==> src/rtl/core/patg_pkg.sv <==
// ============================================================================
// patg_pkg
// Shared types, widths, register map and reset values for the pad aftertouch
// gesture gate.
// ============================================================================
package patg_pkg;

    localparam int PAD_COUNT_DEFAULT = 16;
    localparam int PAD_IDX_W         = 4;
    localparam int PRESSURE_W        = 7;
    localparam int TIME_W            = 32;
    localparam int COUNT_W           = 4;
    localparam int SPAN_W            = 16;
    localparam int CFG_DATA_W        = 32;
    localparam int CFG_ADDR_W        = 5;
    localparam int QUEUE_DEPTH       = 2;

    typedef enum logic [2:0] {
        REG_GESTURE_CHANGES   = 3'd0,
        REG_GESTURE_WINDOW_MS = 3'd1,
        REG_GESTURE_THRESHOLD = 3'd2,
        REG_SEND_TIMEOUT_MS   = 3'd3,
        REG_SEND_STEP         = 3'd4,
        REG_IGNORE_MS         = 3'd5
    } reg_index_t;

    localparam logic [COUNT_W-1:0]    RST_GESTURE_CHANGES   = 4'd2;
    localparam logic [SPAN_W-1:0]     RST_GESTURE_WINDOW_MS = 16'd500;
    localparam logic [PRESSURE_W-1:0] RST_GESTURE_THRESHOLD = 7'd10;
    localparam logic [SPAN_W-1:0]     RST_SEND_TIMEOUT_MS   = 16'd100;
    localparam logic [PRESSURE_W-1:0] RST_SEND_STEP         = 7'd2;
    localparam logic [SPAN_W-1:0]     RST_IGNORE_MS         = 16'd10;

    typedef struct packed {
        logic [COUNT_W-1:0]    gesture_changes;
        logic [SPAN_W-1:0]     gesture_window_ms;
        logic [PRESSURE_W-1:0] gesture_threshold;
        logic [SPAN_W-1:0]     send_timeout_ms;
        logic [PRESSURE_W-1:0] send_step;
        logic [SPAN_W-1:0]     ignore_ms;
    } cfg_t;

    typedef struct packed {
        logic                  live;
        logic [PAD_IDX_W-1:0]  pad_index;
        logic [PRESSURE_W-1:0] velocity_scaled_pressure;
        logic [PRESSURE_W-1:0] aftertouch_scaled_pressure;
        logic [TIME_W-1:0]     now_ms;
    } queue_entry_t;

    typedef struct packed {
        logic [COUNT_W-1:0]    change_count;
        logic [TIME_W-1:0]     gesture_start_time;
        logic [PRESSURE_W-1:0] reference_pressure;
        logic                  last_direction_down;
        logic [PRESSURE_W-1:0] last_sent_value;
        logic [TIME_W-1:0]     last_send_time;
    } pad_state_t;

    typedef struct packed {
        logic                  gesture_active;
        logic                  send_valid;
        logic [PRESSURE_W-1:0] aftertouch_value;
    } result_t;

endpackage

==> src/rtl/core/patg_if.sv <==
// ============================================================================
// patg_sample_if / patg_result_if
// Valid/ready channels for pad samples in and gate results out.
// ============================================================================
interface patg_sample_if;
    logic                                 valid;
    logic                                 ready;
    logic [patg_pkg::PAD_IDX_W-1:0]       pad_index;
    logic                                 pad_down;
    logic                                 send_allowed;
    logic [patg_pkg::PRESSURE_W-1:0]      velocity_scaled_pressure;
    logic [patg_pkg::PRESSURE_W-1:0]      aftertouch_scaled_pressure;
    logic [patg_pkg::TIME_W-1:0]          now_ms;

    modport source (
        output valid, pad_index, pad_down, send_allowed,
               velocity_scaled_pressure, aftertouch_scaled_pressure, now_ms,
        input  ready
    );
    modport sink (
        input  valid, pad_index, pad_down, send_allowed,
               velocity_scaled_pressure, aftertouch_scaled_pressure, now_ms,
        output ready
    );
endinterface

interface patg_result_if;
    logic                                 valid;
    logic                                 ready;
    logic                                 gesture_active;
    logic                                 send_valid;
    logic [patg_pkg::PRESSURE_W-1:0]      aftertouch_value;

    modport source (
        output valid, gesture_active, send_valid, aftertouch_value,
        input  ready
    );
    modport sink (
        input  valid, gesture_active, send_valid, aftertouch_value,
        output ready
    );
endinterface

==> src/rtl/core/patg_regs.sv <==
// ============================================================================
// patg_regs
// APB configuration registers: gesture target, window, threshold and the
// send rate limits.
// ============================================================================
module patg_regs (
    input  logic                                clk,
    input  logic                                rst_n,
    input  logic                                psel,
    input  logic                                penable,
    input  logic                                pwrite,
    input  logic [patg_pkg::CFG_ADDR_W-1:0]     paddr,
    input  logic [patg_pkg::CFG_DATA_W-1:0]     pwdata,
    output logic [patg_pkg::CFG_DATA_W-1:0]     prdata,
    output logic                                pready,
    output patg_pkg::cfg_t                      cfg
);

    patg_pkg::cfg_t       cfg_reg;
    patg_pkg::cfg_t       cfg_next;
    patg_pkg::reg_index_t index;
    logic                 wr_en;

    assign index  = patg_pkg::reg_index_t'(paddr[patg_pkg::CFG_ADDR_W-1:2]);
    assign wr_en  = psel && penable && pwrite;
    assign pready = 1'b1;
    assign cfg    = cfg_reg;

    always_comb
    begin
        cfg_next = cfg_reg;
        if (wr_en)
        begin
            unique case (index)
                patg_pkg::REG_GESTURE_CHANGES:
                    cfg_next.gesture_changes = pwdata[patg_pkg::COUNT_W-1:0];
                patg_pkg::REG_GESTURE_WINDOW_MS:
                    cfg_next.gesture_window_ms = pwdata[patg_pkg::SPAN_W-1:0];
                patg_pkg::REG_GESTURE_THRESHOLD:
                    cfg_next.gesture_threshold = pwdata[patg_pkg::PRESSURE_W-1:0];
                patg_pkg::REG_SEND_TIMEOUT_MS:
                    cfg_next.send_timeout_ms = pwdata[patg_pkg::SPAN_W-1:0];
                patg_pkg::REG_SEND_STEP:
                    cfg_next.send_step = pwdata[patg_pkg::PRESSURE_W-1:0];
                patg_pkg::REG_IGNORE_MS:
                    cfg_next.ignore_ms = pwdata[patg_pkg::SPAN_W-1:0];
                default:
                    cfg_next = cfg_reg;
            endcase
        end
    end

    always_comb
    begin
        unique case (index)
            patg_pkg::REG_GESTURE_CHANGES:
                prdata = patg_pkg::CFG_DATA_W'(cfg_reg.gesture_changes);
            patg_pkg::REG_GESTURE_WINDOW_MS:
                prdata = patg_pkg::CFG_DATA_W'(cfg_reg.gesture_window_ms);
            patg_pkg::REG_GESTURE_THRESHOLD:
                prdata = patg_pkg::CFG_DATA_W'(cfg_reg.gesture_threshold);
            patg_pkg::REG_SEND_TIMEOUT_MS:
                prdata = patg_pkg::CFG_DATA_W'(cfg_reg.send_timeout_ms);
            patg_pkg::REG_SEND_STEP:
                prdata = patg_pkg::CFG_DATA_W'(cfg_reg.send_step);
            patg_pkg::REG_IGNORE_MS:
                prdata = patg_pkg::CFG_DATA_W'(cfg_reg.ignore_ms);
            default:
                prdata = '0;
        endcase
    end

    always_ff @(posedge clk or negedge rst_n)
    begin
        if (!rst_n)
        begin
            cfg_reg.gesture_changes   <= patg_pkg::RST_GESTURE_CHANGES;
            cfg_reg.gesture_window_ms <= patg_pkg::RST_GESTURE_WINDOW_MS;
            cfg_reg.gesture_threshold <= patg_pkg::RST_GESTURE_THRESHOLD;
            cfg_reg.send_timeout_ms   <= patg_pkg::RST_SEND_TIMEOUT_MS;
            cfg_reg.send_step         <= patg_pkg::RST_SEND_STEP;
            cfg_reg.ignore_ms         <= patg_pkg::RST_IGNORE_MS;
        end
        else
        begin
            cfg_reg <= cfg_next;
        end
    end

endmodule

==> src/rtl/core/patg_front.sv <==
// ============================================================================
// patg_front
// Sample intake: accept a transfer while the queue has room, mark whether
// the sample reaches the detector, and hand it to the queue.
// ============================================================================
module patg_front #(
    parameter int PAD_COUNT = patg_pkg::PAD_COUNT_DEFAULT
) (
    patg_sample_if.sink                 sample,
    input  logic                        q_ready,
    output logic                        push,
    output patg_pkg::queue_entry_t      push_entry
);

    logic pad_in_range;

    assign pad_in_range = {3'b000, sample.pad_index} < 7'(PAD_COUNT);

    assign sample.ready = q_ready;
    assign push         = sample.valid && q_ready;

    always_comb
    begin
        push_entry.live = pad_in_range && sample.pad_down && sample.send_allowed;
        push_entry.pad_index                  = sample.pad_index;
        push_entry.velocity_scaled_pressure   = sample.velocity_scaled_pressure;
        push_entry.aftertouch_scaled_pressure = sample.aftertouch_scaled_pressure;
        push_entry.now_ms                     = sample.now_ms;
    end

endmodule

==> src/rtl/core/patg_queue.sv <==
// ============================================================================
// patg_queue
// Two-entry queue between sample intake and the per-pad update stage.
// ============================================================================
module patg_queue (
    input  logic                        clk,
    input  logic                        rst_n,
    input  logic                        push,
    input  patg_pkg::queue_entry_t      push_entry,
    output logic                        q_ready,
    output logic                        q_valid,
    output patg_pkg::queue_entry_t      head,
    input  logic                        pop
);

    localparam int PTR_W = $clog2(patg_pkg::QUEUE_DEPTH);
    localparam int CNT_W = $clog2(patg_pkg::QUEUE_DEPTH + 1);

    patg_pkg::queue_entry_t entries_reg [patg_pkg::QUEUE_DEPTH];
    logic [PTR_W-1:0]       wr_ptr_reg;
    logic [PTR_W-1:0]       wr_ptr_next;
    logic [PTR_W-1:0]       rd_ptr_reg;
    logic [PTR_W-1:0]       rd_ptr_next;
    logic [CNT_W-1:0]       count_reg;
    logic [CNT_W-1:0]       count_next;

    assign q_ready = count_reg != CNT_W'(patg_pkg::QUEUE_DEPTH);
    assign q_valid = count_reg != '0;
    assign head    = entries_reg[rd_ptr_reg];

    always_comb
    begin
        wr_ptr_next = push ? wr_ptr_reg + PTR_W'(1) : wr_ptr_reg;
        rd_ptr_next = pop  ? rd_ptr_reg + PTR_W'(1) : rd_ptr_reg;
        count_next  = count_reg;
        if (push && !pop)
        begin
            count_next = count_reg + CNT_W'(1);
        end
        else if (pop && !push)
        begin
            count_next = count_reg - CNT_W'(1);
        end
    end

    always_ff @(posedge clk or negedge rst_n)
    begin
        if (!rst_n)
        begin
            wr_ptr_reg <= '0;
            rd_ptr_reg <= '0;
            count_reg  <= '0;
        end
        else
        begin
            wr_ptr_reg <= wr_ptr_next;
            rd_ptr_reg <= rd_ptr_next;
            count_reg  <= count_next;
        end
    end

    always_ff @(posedge clk)
    begin
        if (push)
        begin
            entries_reg[wr_ptr_reg] <= push_entry;
        end
    end

endmodule

==> src/rtl/core/patg_back.sv <==
// ============================================================================
// patg_back
// Per-pad update: read-modify-write of the pad's gesture and send state,
// with the result held in an output register.
// ============================================================================
module patg_back #(
    parameter int PAD_COUNT = patg_pkg::PAD_COUNT_DEFAULT
) (
    input  logic                        clk,
    input  logic                        rst_n,
    input  patg_pkg::cfg_t              cfg,
    input  logic                        q_valid,
    input  patg_pkg::queue_entry_t      head,
    output logic                        pop,
    patg_result_if.source               result
);

    localparam int STORE_DEPTH = (PAD_COUNT < (1 << patg_pkg::PAD_IDX_W)) ?
                                 PAD_COUNT : (1 << patg_pkg::PAD_IDX_W);
    localparam int SIDX_W      = (STORE_DEPTH > 1) ? $clog2(STORE_DEPTH) : 1;

    function automatic logic [patg_pkg::PRESSURE_W-1:0] abs_diff(
        input logic [patg_pkg::PRESSURE_W-1:0] a,
        input logic [patg_pkg::PRESSURE_W-1:0] b
    );
        return (a > b) ? a - b : b - a;
    endfunction

    patg_pkg::pad_state_t state_reg [STORE_DEPTH];
    patg_pkg::pad_state_t cur;
    patg_pkg::pad_state_t upd;
    patg_pkg::result_t    res_reg;
    patg_pkg::result_t    res_next;
    logic                 out_valid_reg;
    logic                 out_valid_next;
    logic [SIDX_W-1:0]    idx;

    logic                           complete;
    logic [patg_pkg::TIME_W-1:0]    gesture_age;
    logic [patg_pkg::TIME_W-1:0]    send_age;
    logic                           window_expired;
    logic [patg_pkg::COUNT_W-1:0]   count_w;
    logic [patg_pkg::PRESSURE_W-1:0] ref_w;
    logic                           moved;
    logic                           dir_down;
    logic                           send;

    assign pop = q_valid && (!out_valid_reg || result.ready);
    assign idx = head.pad_index[SIDX_W-1:0];
    assign cur = state_reg[idx];

    always_comb
    begin
        complete       = cur.change_count == cfg.gesture_changes;
        gesture_age    = head.now_ms - cur.gesture_start_time;
        send_age       = head.now_ms - cur.last_send_time;
        window_expired = (gesture_age > patg_pkg::TIME_W'(cfg.gesture_window_ms)) &&
                         (cur.change_count != '0);

        upd     = cur;
        count_w = window_expired ? '0 : cur.change_count;
        ref_w   = window_expired ? head.velocity_scaled_pressure : cur.reference_pressure;
        if (window_expired)
        begin
            upd.change_count       = '0;
            upd.gesture_start_time = '0;
            upd.reference_pressure = head.velocity_scaled_pressure;
        end

        moved    = abs_diff(head.velocity_scaled_pressure, ref_w) > cfg.gesture_threshold;
        dir_down = ref_w > head.velocity_scaled_pressure;
        if (moved)
        begin
            if (count_w == '0)
            begin
                upd.reference_pressure = head.velocity_scaled_pressure;
                upd.gesture_start_time = head.now_ms;
                upd.change_count       = patg_pkg::COUNT_W'(1);
            end
            else if (dir_down != cur.last_direction_down)
            begin
                upd.change_count       = count_w + patg_pkg::COUNT_W'(1);
                upd.reference_pressure = head.velocity_scaled_pressure;
            end
            upd.last_direction_down = dir_down;
        end

        // Gesture already complete: the detector holds, only the send path runs.
        send = 1'b0;
        if (complete)
        begin
            upd = cur;
            if (send_age > patg_pkg::TIME_W'(cfg.send_timeout_ms))
            begin
                send = abs_diff(head.aftertouch_scaled_pressure, cur.last_sent_value) >
                       cfg.send_step;
            end
            else
            begin
                send = (head.aftertouch_scaled_pressure != cur.last_sent_value) &&
                       (send_age > patg_pkg::TIME_W'(cfg.ignore_ms));
            end
            if (send)
            begin
                upd.last_sent_value = head.aftertouch_scaled_pressure;
                upd.last_send_time  = head.now_ms;
            end
        end

        res_next.gesture_active   = head.live && complete;
        res_next.send_valid       = head.live && send;
        res_next.aftertouch_value = (head.live && send) ?
                                    head.aftertouch_scaled_pressure : '0;
    end

    always_comb
    begin
        out_valid_next = out_valid_reg;
        if (pop)
        begin
            out_valid_next = 1'b1;
        end
        else if (result.ready)
        begin
            out_valid_next = 1'b0;
        end
    end

    always_ff @(posedge clk or negedge rst_n)
    begin
        if (!rst_n)
        begin
            out_valid_reg <= 1'b0;
            for (int i = 0; i < STORE_DEPTH; i++)
            begin
                state_reg[i] <= '0;
            end
        end
        else
        begin
            out_valid_reg <= out_valid_next;
            if (pop && head.live)
            begin
                state_reg[idx] <= upd;
            end
        end
    end

    always_ff @(posedge clk)
    begin
        if (pop)
        begin
            res_reg <= res_next;
        end
    end

    assign result.valid            = out_valid_reg;
    assign result.gesture_active   = res_reg.gesture_active;
    assign result.send_valid       = res_reg.send_valid;
    assign result.aftertouch_value = res_reg.aftertouch_value;

endmodule

==> src/rtl/core/pad_aftertouch_gesture_gate_unit.sv <==
// ============================================================================
// pad_aftertouch_gesture_gate_unit
// Per-pad aftertouch gesture detector and rate-limited aftertouch gate.
//
// Usage:
//   sample : one pressure sample per transfer (pad, pressed, send enable,
//            two scaled pressures, millisecond time).
//   result : one transfer per sample (gesture_active, send_valid,
//            aftertouch_value).
//   APB    : six configuration registers at byte addresses 0x00..0x14;
//            write them only while no sample is in flight.
// A sample passes through the queue and the output register before its
// result is valid. Throughput is one sample per cycle while the result
// receiver keeps up, set by the read-modify-write of the pad's state in
// the update stage. A two-entry queue sits between intake and update;
// when the result receiver stalls, the output register holds, the queue
// fills and sample.ready drops once the queue holds two samples.
// Reset clears all pad state and loads the register defaults at once;
// sample.ready is high straight out of reset.
// ============================================================================
module pad_aftertouch_gesture_gate_unit #(
    parameter int PAD_COUNT = patg_pkg::PAD_COUNT_DEFAULT
) (
    input  logic                                clk,
    input  logic                                rst_n,
    patg_sample_if.sink                         sample,
    patg_result_if.source                       result,
    input  logic                                psel,
    input  logic                                penable,
    input  logic                                pwrite,
    input  logic [patg_pkg::CFG_ADDR_W-1:0]     paddr,
    input  logic [patg_pkg::CFG_DATA_W-1:0]     pwdata,
    output logic [patg_pkg::CFG_DATA_W-1:0]     prdata,
    output logic                                pready
);

    patg_pkg::cfg_t         cfg;
    patg_pkg::queue_entry_t push_entry;
    patg_pkg::queue_entry_t head;
    logic                   push;
    logic                   pop;
    logic                   q_ready;
    logic                   q_valid;

    patg_regs u_regs (
        .clk     (clk),
        .rst_n   (rst_n),
        .psel    (psel),
        .penable (penable),
        .pwrite  (pwrite),
        .paddr   (paddr),
        .pwdata  (pwdata),
        .prdata  (prdata),
        .pready  (pready),
        .cfg     (cfg)
    );

    patg_front #(
        .PAD_COUNT (PAD_COUNT)
    ) u_front (
        .sample     (sample),
        .q_ready    (q_ready),
        .push       (push),
        .push_entry (push_entry)
    );

    patg_queue u_queue (
        .clk        (clk),
        .rst_n      (rst_n),
        .push       (push),
        .push_entry (push_entry),
        .q_ready    (q_ready),
        .q_valid    (q_valid),
        .head       (head),
        .pop        (pop)
    );

    patg_back #(
        .PAD_COUNT (PAD_COUNT)
    ) u_back (
        .clk     (clk),
        .rst_n   (rst_n),
        .cfg     (cfg),
        .q_valid (q_valid),
        .head    (head),
        .pop     (pop),
        .result  (result)
    );

    a_send_needs_active: assert property (@(posedge clk) disable iff (!rst_n)
        (result.valid && result.send_valid) |-> result.gesture_active)
        else $error("send without active gesture");

    a_idle_value_zero: assert property (@(posedge clk) disable iff (!rst_n)
        (result.valid && !result.send_valid) |-> (result.aftertouch_value == '0))
        else $error("nonzero aftertouch value without send");

    a_backpressure_source: assert property (@(posedge clk) disable iff (!rst_n)
        (!sample.ready && $past(rst_n)) |-> $past(result.valid && !result.ready))
        else $error("intake stalled without an output stall");

endmodule

==> src/flat_wrapper.sv <==
// flat-port wrapper written by rule: the top's interface ports become plain ports
module pad_aftertouch_gesture_gate_unit_flat 
#(
    parameter int PAD_COUNT = patg_pkg::PAD_COUNT_DEFAULT
)
  (clk, rst_n, psel, penable, pwrite, paddr, pwdata, prdata, pready, sample_valid, sample_pad_index, sample_pad_down, sample_send_allowed, sample_velocity_scaled_pressure, sample_aftertouch_scaled_pressure, sample_now_ms, sample_ready, result_valid, result_gesture_active, result_send_valid, result_aftertouch_value, result_ready);
  patg_sample_if sample_i ();
  patg_result_if result_i ();
  input  logic clk;
  input  logic rst_n;
  input  logic psel;
  input  logic penable;
  input  logic pwrite;
  input  logic [patg_pkg::CFG_ADDR_W-1:0] paddr;
  input  logic [patg_pkg::CFG_DATA_W-1:0] pwdata;
  output logic [patg_pkg::CFG_DATA_W-1:0] prdata;
  output logic pready;
  input wire logic [$bits(sample_i.valid)-1:0] sample_valid;
  input wire logic [$bits(sample_i.pad_index)-1:0] sample_pad_index;
  input wire logic [$bits(sample_i.pad_down)-1:0] sample_pad_down;
  input wire logic [$bits(sample_i.send_allowed)-1:0] sample_send_allowed;
  input wire logic [$bits(sample_i.velocity_scaled_pressure)-1:0] sample_velocity_scaled_pressure;
  input wire logic [$bits(sample_i.aftertouch_scaled_pressure)-1:0] sample_aftertouch_scaled_pressure;
  input wire logic [$bits(sample_i.now_ms)-1:0] sample_now_ms;
  output wire logic [$bits(sample_i.ready)-1:0] sample_ready;
  output wire logic [$bits(result_i.valid)-1:0] result_valid;
  output wire logic [$bits(result_i.gesture_active)-1:0] result_gesture_active;
  output wire logic [$bits(result_i.send_valid)-1:0] result_send_valid;
  output wire logic [$bits(result_i.aftertouch_value)-1:0] result_aftertouch_value;
  input wire logic [$bits(result_i.ready)-1:0] result_ready;
  assign sample_i.valid = sample_valid;
  assign sample_i.pad_index = sample_pad_index;
  assign sample_i.pad_down = sample_pad_down;
  assign sample_i.send_allowed = sample_send_allowed;
  assign sample_i.velocity_scaled_pressure = sample_velocity_scaled_pressure;
  assign sample_i.aftertouch_scaled_pressure = sample_aftertouch_scaled_pressure;
  assign sample_i.now_ms = sample_now_ms;
  assign sample_ready = sample_i.ready;
  assign result_valid = result_i.valid;
  assign result_gesture_active = result_i.gesture_active;
  assign result_send_valid = result_i.send_valid;
  assign result_aftertouch_value = result_i.aftertouch_value;
  assign result_i.ready = result_ready;
  pad_aftertouch_gesture_gate_unit #(.PAD_COUNT(PAD_COUNT)) u_core (.clk(clk), .rst_n(rst_n), .sample(sample_i), .result(result_i), .psel(psel), .penable(penable), .pwrite(pwrite), .paddr(paddr), .pwdata(pwdata), .prdata(prdata), .pready(pready));
endmodule
==> config.mk <==
export PLATFORM = sky130hd
export DESIGN_NAME = pad_aftertouch_gesture_gate_unit_flat
export DESIGN_NICKNAME = d
export VERILOG_FILES = /design/src/rtl/core/patg_pkg.sv /design/src/rtl/core/patg_if.sv /design/src/rtl/core/patg_regs.sv /design/src/rtl/core/patg_front.sv /design/src/rtl/core/patg_queue.sv /design/src/rtl/core/patg_back.sv /design/src/rtl/core/pad_aftertouch_gesture_gate_unit.sv /design/src/flat_wrapper.sv
export SDC_FILE = /design/constraint.sdc
export NUM_CORES = 2
export LEC_CHECK = 0
export ABC_AREA = 1
export BUFFER_PORTS_ARGS = -buffer_cell sky130_fd_sc_hd__clkbuf_2
export CELL_PAD_IN_SITES_DETAIL_PLACEMENT = 1
export CELL_PAD_IN_SITES_GLOBAL_PLACEMENT = 1
export CORE_MARGIN = 5
export CORE_UTILIZATION = 42
export CTS_CLUSTER_DIAMETER = 80
export DETAILED_ROUTE_END_ITERATION = 8
export HOLD_SLACK_MARGIN = 0.05
export PLACE_DENSITY = 0.77
export SLEW_MARGIN = 40
export SYNTH_ARGS = -nofsm -noshare
export SYNTH_HDL_FRONTEND = slang
export SYNTH_SLANG_ARGS = --single-unit
==> constraint.sdc <==
create_clock -name clk -period 8.5 [get_ports clk]
set_input_delay 0.425 -clock clk [delete_from_list [all_inputs] [get_ports clk]]
set_output_delay 0.425 -clock clk [all_outputs]
set_load 0.005 [all_outputs]
# After elaboration in Yosys (flattened, before gate mapping)
# Memories as Yosys holds them, arrays and structs flattened.
# Index checks and enable logic that the tools add are counted.
[op_classes]
n_addsub = 11
order_cmp = 10
reduce_logical = 29
mux = 29
n_eq_ne = 9
n_bitwise = 1
[ops]
columns = ["cell", "count"]
rows = [
  ["1328-bit bitwise mux", 1],
  ["83-bit binary-select mux with 4-bit select", 1],
  ["83-bit demux with 4-bit select", 1],
  ["83-bit 2-to-1 mux", 4],
  ["32-bit by 16-bit > comparator with 1-bit output", 3],
  ["16-bit one-hot mux with 6 select lines", 1],
  ["32-bit subtractor", 2],
  ["44-bit 2-to-1 mux", 1],
  ["43-bit 2-to-1 mux", 1],
  ["39-bit 2-to-1 mux", 1],
  ["7-bit > comparator", 5],
  ["7-bit 2-to-1 mux", 5],
  ["32-bit 2-to-1 mux", 1],
  ["7-bit subtractor", 4],
  ["1-bit logical AND", 13],
  ["4-bit 2-to-1 mux", 3],
  ["2-bit AND reduction", 6],
  ["1-bit 2-to-1 mux", 7],
  ["7-bit inequality test", 1],
  ["3-bit by 2-bit equality test with 1-bit output (second input constant)", 2],
  ["3-bit equality test (second input constant)", 2],
  ["2-bit nonzero test", 3],
  ["5-bit greater-or-equal comparator (second input constant)", 1],
  ["5-bit by 1-bit < comparator with 1-bit output (second input constant)", 1],
  ["other kinds (15)", 19],
]
[word_totals]
ff_bits = 1408
ramBits = 102
n_memories = 1
[mem_list]
columns = ["memory", "depth", "width", "read_ports", "rd_ports_with_merged_regs", "write_ports", "line_no", "rtl"]
rows = [
  ["u_core.u_queue.entries_reg", 2, 51, 1, 0, 1, "patg_queue.sv:19", "patg_pkg::queue_entry_t entries_reg [patg_pkg::QUEUE_DEPTH];"],
]

# Longest topological paths before layout
# An unclocked memory read counts as a cell.
[logic_depth]
ltp_word = 16
ltp_mapped = 71
ltp_nobuf = 62

# Hierarchy
# From an unflattened synthesis, not the netlist that was laid out.
[unflattened]
cells_unflattened = 9313
hier_area_um2 = 76205.6
[by_module_without_submodules]
columns = ["mod", "cells_each", "seq_area_each_um2", "area_each_um2", "n_inst"]
rows = [
  ["patg_back", 8641, 33527.2, 68189.1, 1],
  ["patg_queue", 184, 3163.0, 4139.0, 1],
  ["patg_regs", 433, 1670.4, 3479.6, 1],
  ["patg_front", 55, 0.0, 397.9, 1],
]

# Least setup slack after synthesis
# Ideal clock, no wire load.
[synth_timing]
path_type = "register to register"
start = "register u_core.u_queue.rd_ptr_reg"
end = "register u_core.u_back.state_reg[576] (netlist bit)"
stages_incl_launch_ff = 66
t_arrival_ns = 8.956
n_path_buf = 12
slack_ns = -0.590
setup_time_ns = 0.134
period_less_slack_ns = 9.090
path_cell_list = "dfrtp_1 buf_6 nor2_1 nor2_8 nor2_1 clkbuf_1 buf_2 buf_2 clkbuf_1 clkbuf_1 a22oi_1 nand2_1 nand2_1 nand4_1 inv_1 ha_1 inv_1 o21bai_1 [... 30 more ...] nand2_1 buf_2 o21ai_0 nand2_1 inv_1 ha_1 nand2_1 o21ai_0 nand4_1 a32oi_1 nand2_1 buf_6 inv_4 buf_2 nand2_1 a22oi_2 buf_2 o21ai_0"
[synth_via]
elab_chain_cells = 15
word_cells_on_any_way = 29
[synth_lines]
columns = ["item", "line_no", "rtl"]
rows = [
  ["start, declared", "patg_queue.sv:22", "logic [PTR_W-1:0] rd_ptr_reg;"],
  ["start signal, assigned", "patg_queue.sv:57", "rd_ptr_reg <= rd_ptr_next;"],
  ["memory 2 x 51 bit (*)", "--", ""],
  ["4-bit NOT with 5-bit output (not written as such)", "patg_back.sv:50, patg_back.sv:144", ""],
  ["83-bit binary-select mux with 4-bit select", "patg_back.sv:50", "assign cur = state_reg[idx];"],
  ["83-bit 2-to-1 mux (not written as such) (2 in a row)", "patg_back.sv:50", ""],
  ["32-bit subtractor", "patg_back.sv:55", "gesture_age = head.now_ms - cur.gesture_start_time;"],
  ["32-bit by 16-bit > comparator with 1-bit output", "patg_back.sv:57", "window_expired = (gesture_age > patg_pkg::TIME_W'(cfg.gesture_window_ms)) &&"],
  ["1-bit logical AND", "patg_back.sv:57", ""],
  ["7-bit 2-to-1 mux", "patg_back.sv:62", "ref_w = window_expired ? head.velocity_scaled_pressure : cur.reference_pressure;"],
  ["7-bit subtractor / 7-bit > comparator (equally long branches)", "patg_back.sv:26", "return (a > b) ? a - b : b - a;"],
  ["7-bit 2-to-1 mux", "patg_back.sv:26", ""],
  ["7-bit > comparator", "patg_back.sv:70", "moved = abs_diff(head.velocity_scaled_pressure, ref_w) > cfg.gesture_threshold;"],
  ["44-bit 2-to-1 mux", "patg_back.sv:72", "if (moved)"],
  ["83-bit 2-to-1 mux", "patg_back.sv:90", "if (complete)"],
  ["1328-bit bitwise mux", "patg_back.sv:144", "state_reg[idx] <= upd;"],
  ["end signal, assigned by index", "patg_back.sv:144", ""],
  ["end, declared", "patg_back.sv:29", "patg_pkg::pad_state_t state_reg [STORE_DEPTH];"],
]
# Every way passes the cells marked *; elsewhere a longest branch is shown, timed or not. The select of a mux whose other input is x is not followed.
# A chain may end at the register's enable or synchronous reset.

# Final worst setup path
[layout_timing]
start = "register u_core.u_queue.rd_ptr_reg"
end = "register u_core.u_back.state_reg[1296] (netlist bit)"
# The elaborated chain is that of the path after synthesis.

==> reports/metrics.cfg <==
[status]
outcome=finished, violations left
violations=negative setup slack

[synth]
syn_inst=8183
synth_ff_type=dfrtp_1
synth.largest_area_cell=dfrtp_1
synthTopCellsByArea=dfrtp_1, nand2_1, o21ai_0, a22oi_1, edfxtp_1
syn_avg_cell_area_um2=8.74
synth_edf_count=111
netlist_area_um2=71500
ys_ff_latch=1510
async_reset_ff_frac=0.926
yosysWarnings=0
ys_seq_area_frac=0.537
synth_top_cell_area_share=0.485
synth_cell_type_count=63

[sta]
max_slew.worst_pin.slew_ns=0.972
timing.fmax_mhz=109
rsz0062_at_grt=yes
drv_slew=0
timing.final.ws_setup_ns=-0.708
final-hold-violation-count=0
relSlewSlack=0.352
setup_viol=1327
fin_crit_ns=9.21
tns_ns=-501.37
finalCritPeriodShare=1.08
clock_skew_ns=0.0515

[worst_setup_path]
reg2reg_depth=61
critPathCaptureType=register
path_max_fanout=16
max_stage_delay_ns=0.48
required_ns=9.18
regToRegStartpoint=u_core.u_queue.rd_ptr_reg
arrival_ns=9.89
critical_path_class=register to register
worstSetupStartpointType=register
crit_start=u_core.u_queue.rd_ptr_reg
crit_top_cell=buf_6
slowest_stage=dfrtp_2

[min_path]
hp-class=input port to register
whs_path_depth=5
min_from=sample_valid

[routing]
drtIter0Drc=7137
first_pass_iters=6
vias_per_cell=6.20
postRouteAntennaNets=0
drc_errors=0
wl_per_cell_um=27.4
wl_mm=300
vias=67900

[clock_network]
cts_tree=built
cts-htree-levels=4
clock_path_buffers=3
clk_latency_ns=0.85
cts.sinks=1510
clkTransAtPathRegs_ns=0.06
cts_made_buffers=162
root_buffer=clkbuf_16

[cells_and_area]
drive_above_1_share=0.179
fillers=19100
largest_reg_flops=1328
stdcell_count=11000
area_growth_pct=22.7
finalNetCount=8853

[die]
die_width_um=423
io-pin-count=140
fp.dieH_um=423
coreArea_um2=169000
dieArea_um2=179000
core.rowCount=151
start_util=0.422

[placed_design]
globalplace.congestion=0.936
place_inst=10500
dpl_worst_slack_ns=-0.708
dpl.hpwl_mm=167
io_buffers=104

[global_route]
grt_pass1_vias=70800
grt_remaining_overflow=0
grt_usage=0.314
grt_start_max_net_pins=150
antenna_found_initial=5
grt_pass1_wl_mm=436

[job]
maxCapViolations=0

[worst paths after layout]
path	end	slack, ns
worst max-delay path	u_core.u_back.state_reg[1296]	-0.71
worst min-delay path	u_core.u_queue.wr_ptr_reg	0.12
worst max register to register	u_core.u_back.state_reg[1296]	-0.71
worst min register to register	u_core.u_queue.count_reg[0]	0.48
max in group asynchronous	u_core.u_regs.cfg[53]	6.01
min in group asynchronous	u_core.u_back.state_reg[1065]	0.13
[layout by cell type (no fill, tap or decap), types with 75 or more instances in the layout]
cell	Yosys	routed
nand3_1	238	236
clkbuf_2	0	103
edfxtp_1	111	111
inv_1	378	331
a22oi_1	630	594
nand2_1	2420	2371
nor2_1	150	106
dfrtp_1	1384	1383
o21ai_1	113	231
o21ai_2	22	75
a21oi_1	321	286
clkbuf_16	0	170
buf_12	0	94
buf_4	33	490
o21ai_0	1182	1002
ha_1	149	120
[Yosys cell counts (all sizes together) (3+ instances only)]
cell / count
a211oi: 7
a21boi: 7
a21o: 3
a21oi: 321
a221o: 3
a221oi: 6
a22oi: 631
a31oi: 30
and3: 5
buf: 144
clkbuf: 481
dfrtp: 1384
dfstp: 15
edfxtp: 111
fa: 5
ha: 149
inv: 383
nand2: 2451
nand3: 244
nand3b: 9
nand4: 48
nor2: 154
nor3: 26
nor4: 50
o211ai: 9
o21a: 12
o21ai: 1317
o21bai: 8
o221ai: 10
o22ai: 30
or2: 45
or4: 5
xnor2: 13
xor2: 50
[layout make-up]
class | count | area [µm²] | area share
Multi-Input combinational cell | 5684 | 31200 | 0.355
Clock buffer | 237 | 4710 | 0.0537
Antenna cell | 5 | 12.5 | 0.000143
Clock inverter | 55 | 638 | 0.00727
Inverter | 385 | 1620 | 0.0184
Timing Repair Buffer | 860 | 8450 | 0.0963
Tap cell | 2218 | 2780 | 0.0316
Sequential cell | 1510 | 38400 | 0.437
[logic make-up (layout without fill, tap and decap cells)]
logic type / after synthesis / after routing / share of synthesized area
other: 2 / 22 / 0.000105
buffers and inverters: 1010 / 1537 / 0.0571
multiplexers: 4 / 4 / 0.000595
AND/OR/NAND/NOR: 3038 / 3038 / 0.173
adder cells (fa/ha/maj): 154 / 154 / 0.0275
flip-flops: 1510 / 1510 / 0.537
XOR/XNOR: 63 / 63 / 0.00772
AO/OA/AOI/OAI: 2402 / 2408 / 0.197
[critical path, delay by kind of cell, from the launching register on]
| kind | cells | cell delay, ns |
|---|---|---|
| compound gates | 16 | 2.35 |
| xor+xnor | 1 | 0.14 |
| fa+ha+maj | 4 | 1.13 |
| buf+inv | 19 | 2.42 |
| flops | 1 | 0.48 |
| simple gates | 21 | 2.43 |
[repair_timing]
item / in CTS / in global routing
pin swaps: 63 / 114
buffers inserted: 54 / 47
hold buffers: 70 / 0
gates resized for setup: 296 / 347
endpoints found under the setup margin: 704 / 1248
endpoints found under the hold margin: 259 / 0
cloned: 20 / 10
[per-layer routing]
metal,part of all wire,track usage,up-vias
li1,-,-,28700
met1,0.38,0.395,34800
met2,0.47,0.520,3406
met3,0.077,0.0503,1036
met4,0.068,0.173,0
met5,0,0,-
[metrics by stage]
step | hold WS, ns | util | cell area, µm²
4_1_cts | 0.112 | 0.508 | 86000
6_report | 0.124 | 0.518 | 87700
3_5_place_dp | 0.419 | 0.461 | 78000
2_1_floorplan | 0.129 | - | 71700
3_3_place_gp | 0.418 | 0.459 | 77700
5_1_grt | 0.204 | 0.518 | 87700
Power is not shown: default switching activity piles up to over one toggle a cycle in this logic, so the estimate is an artifact.
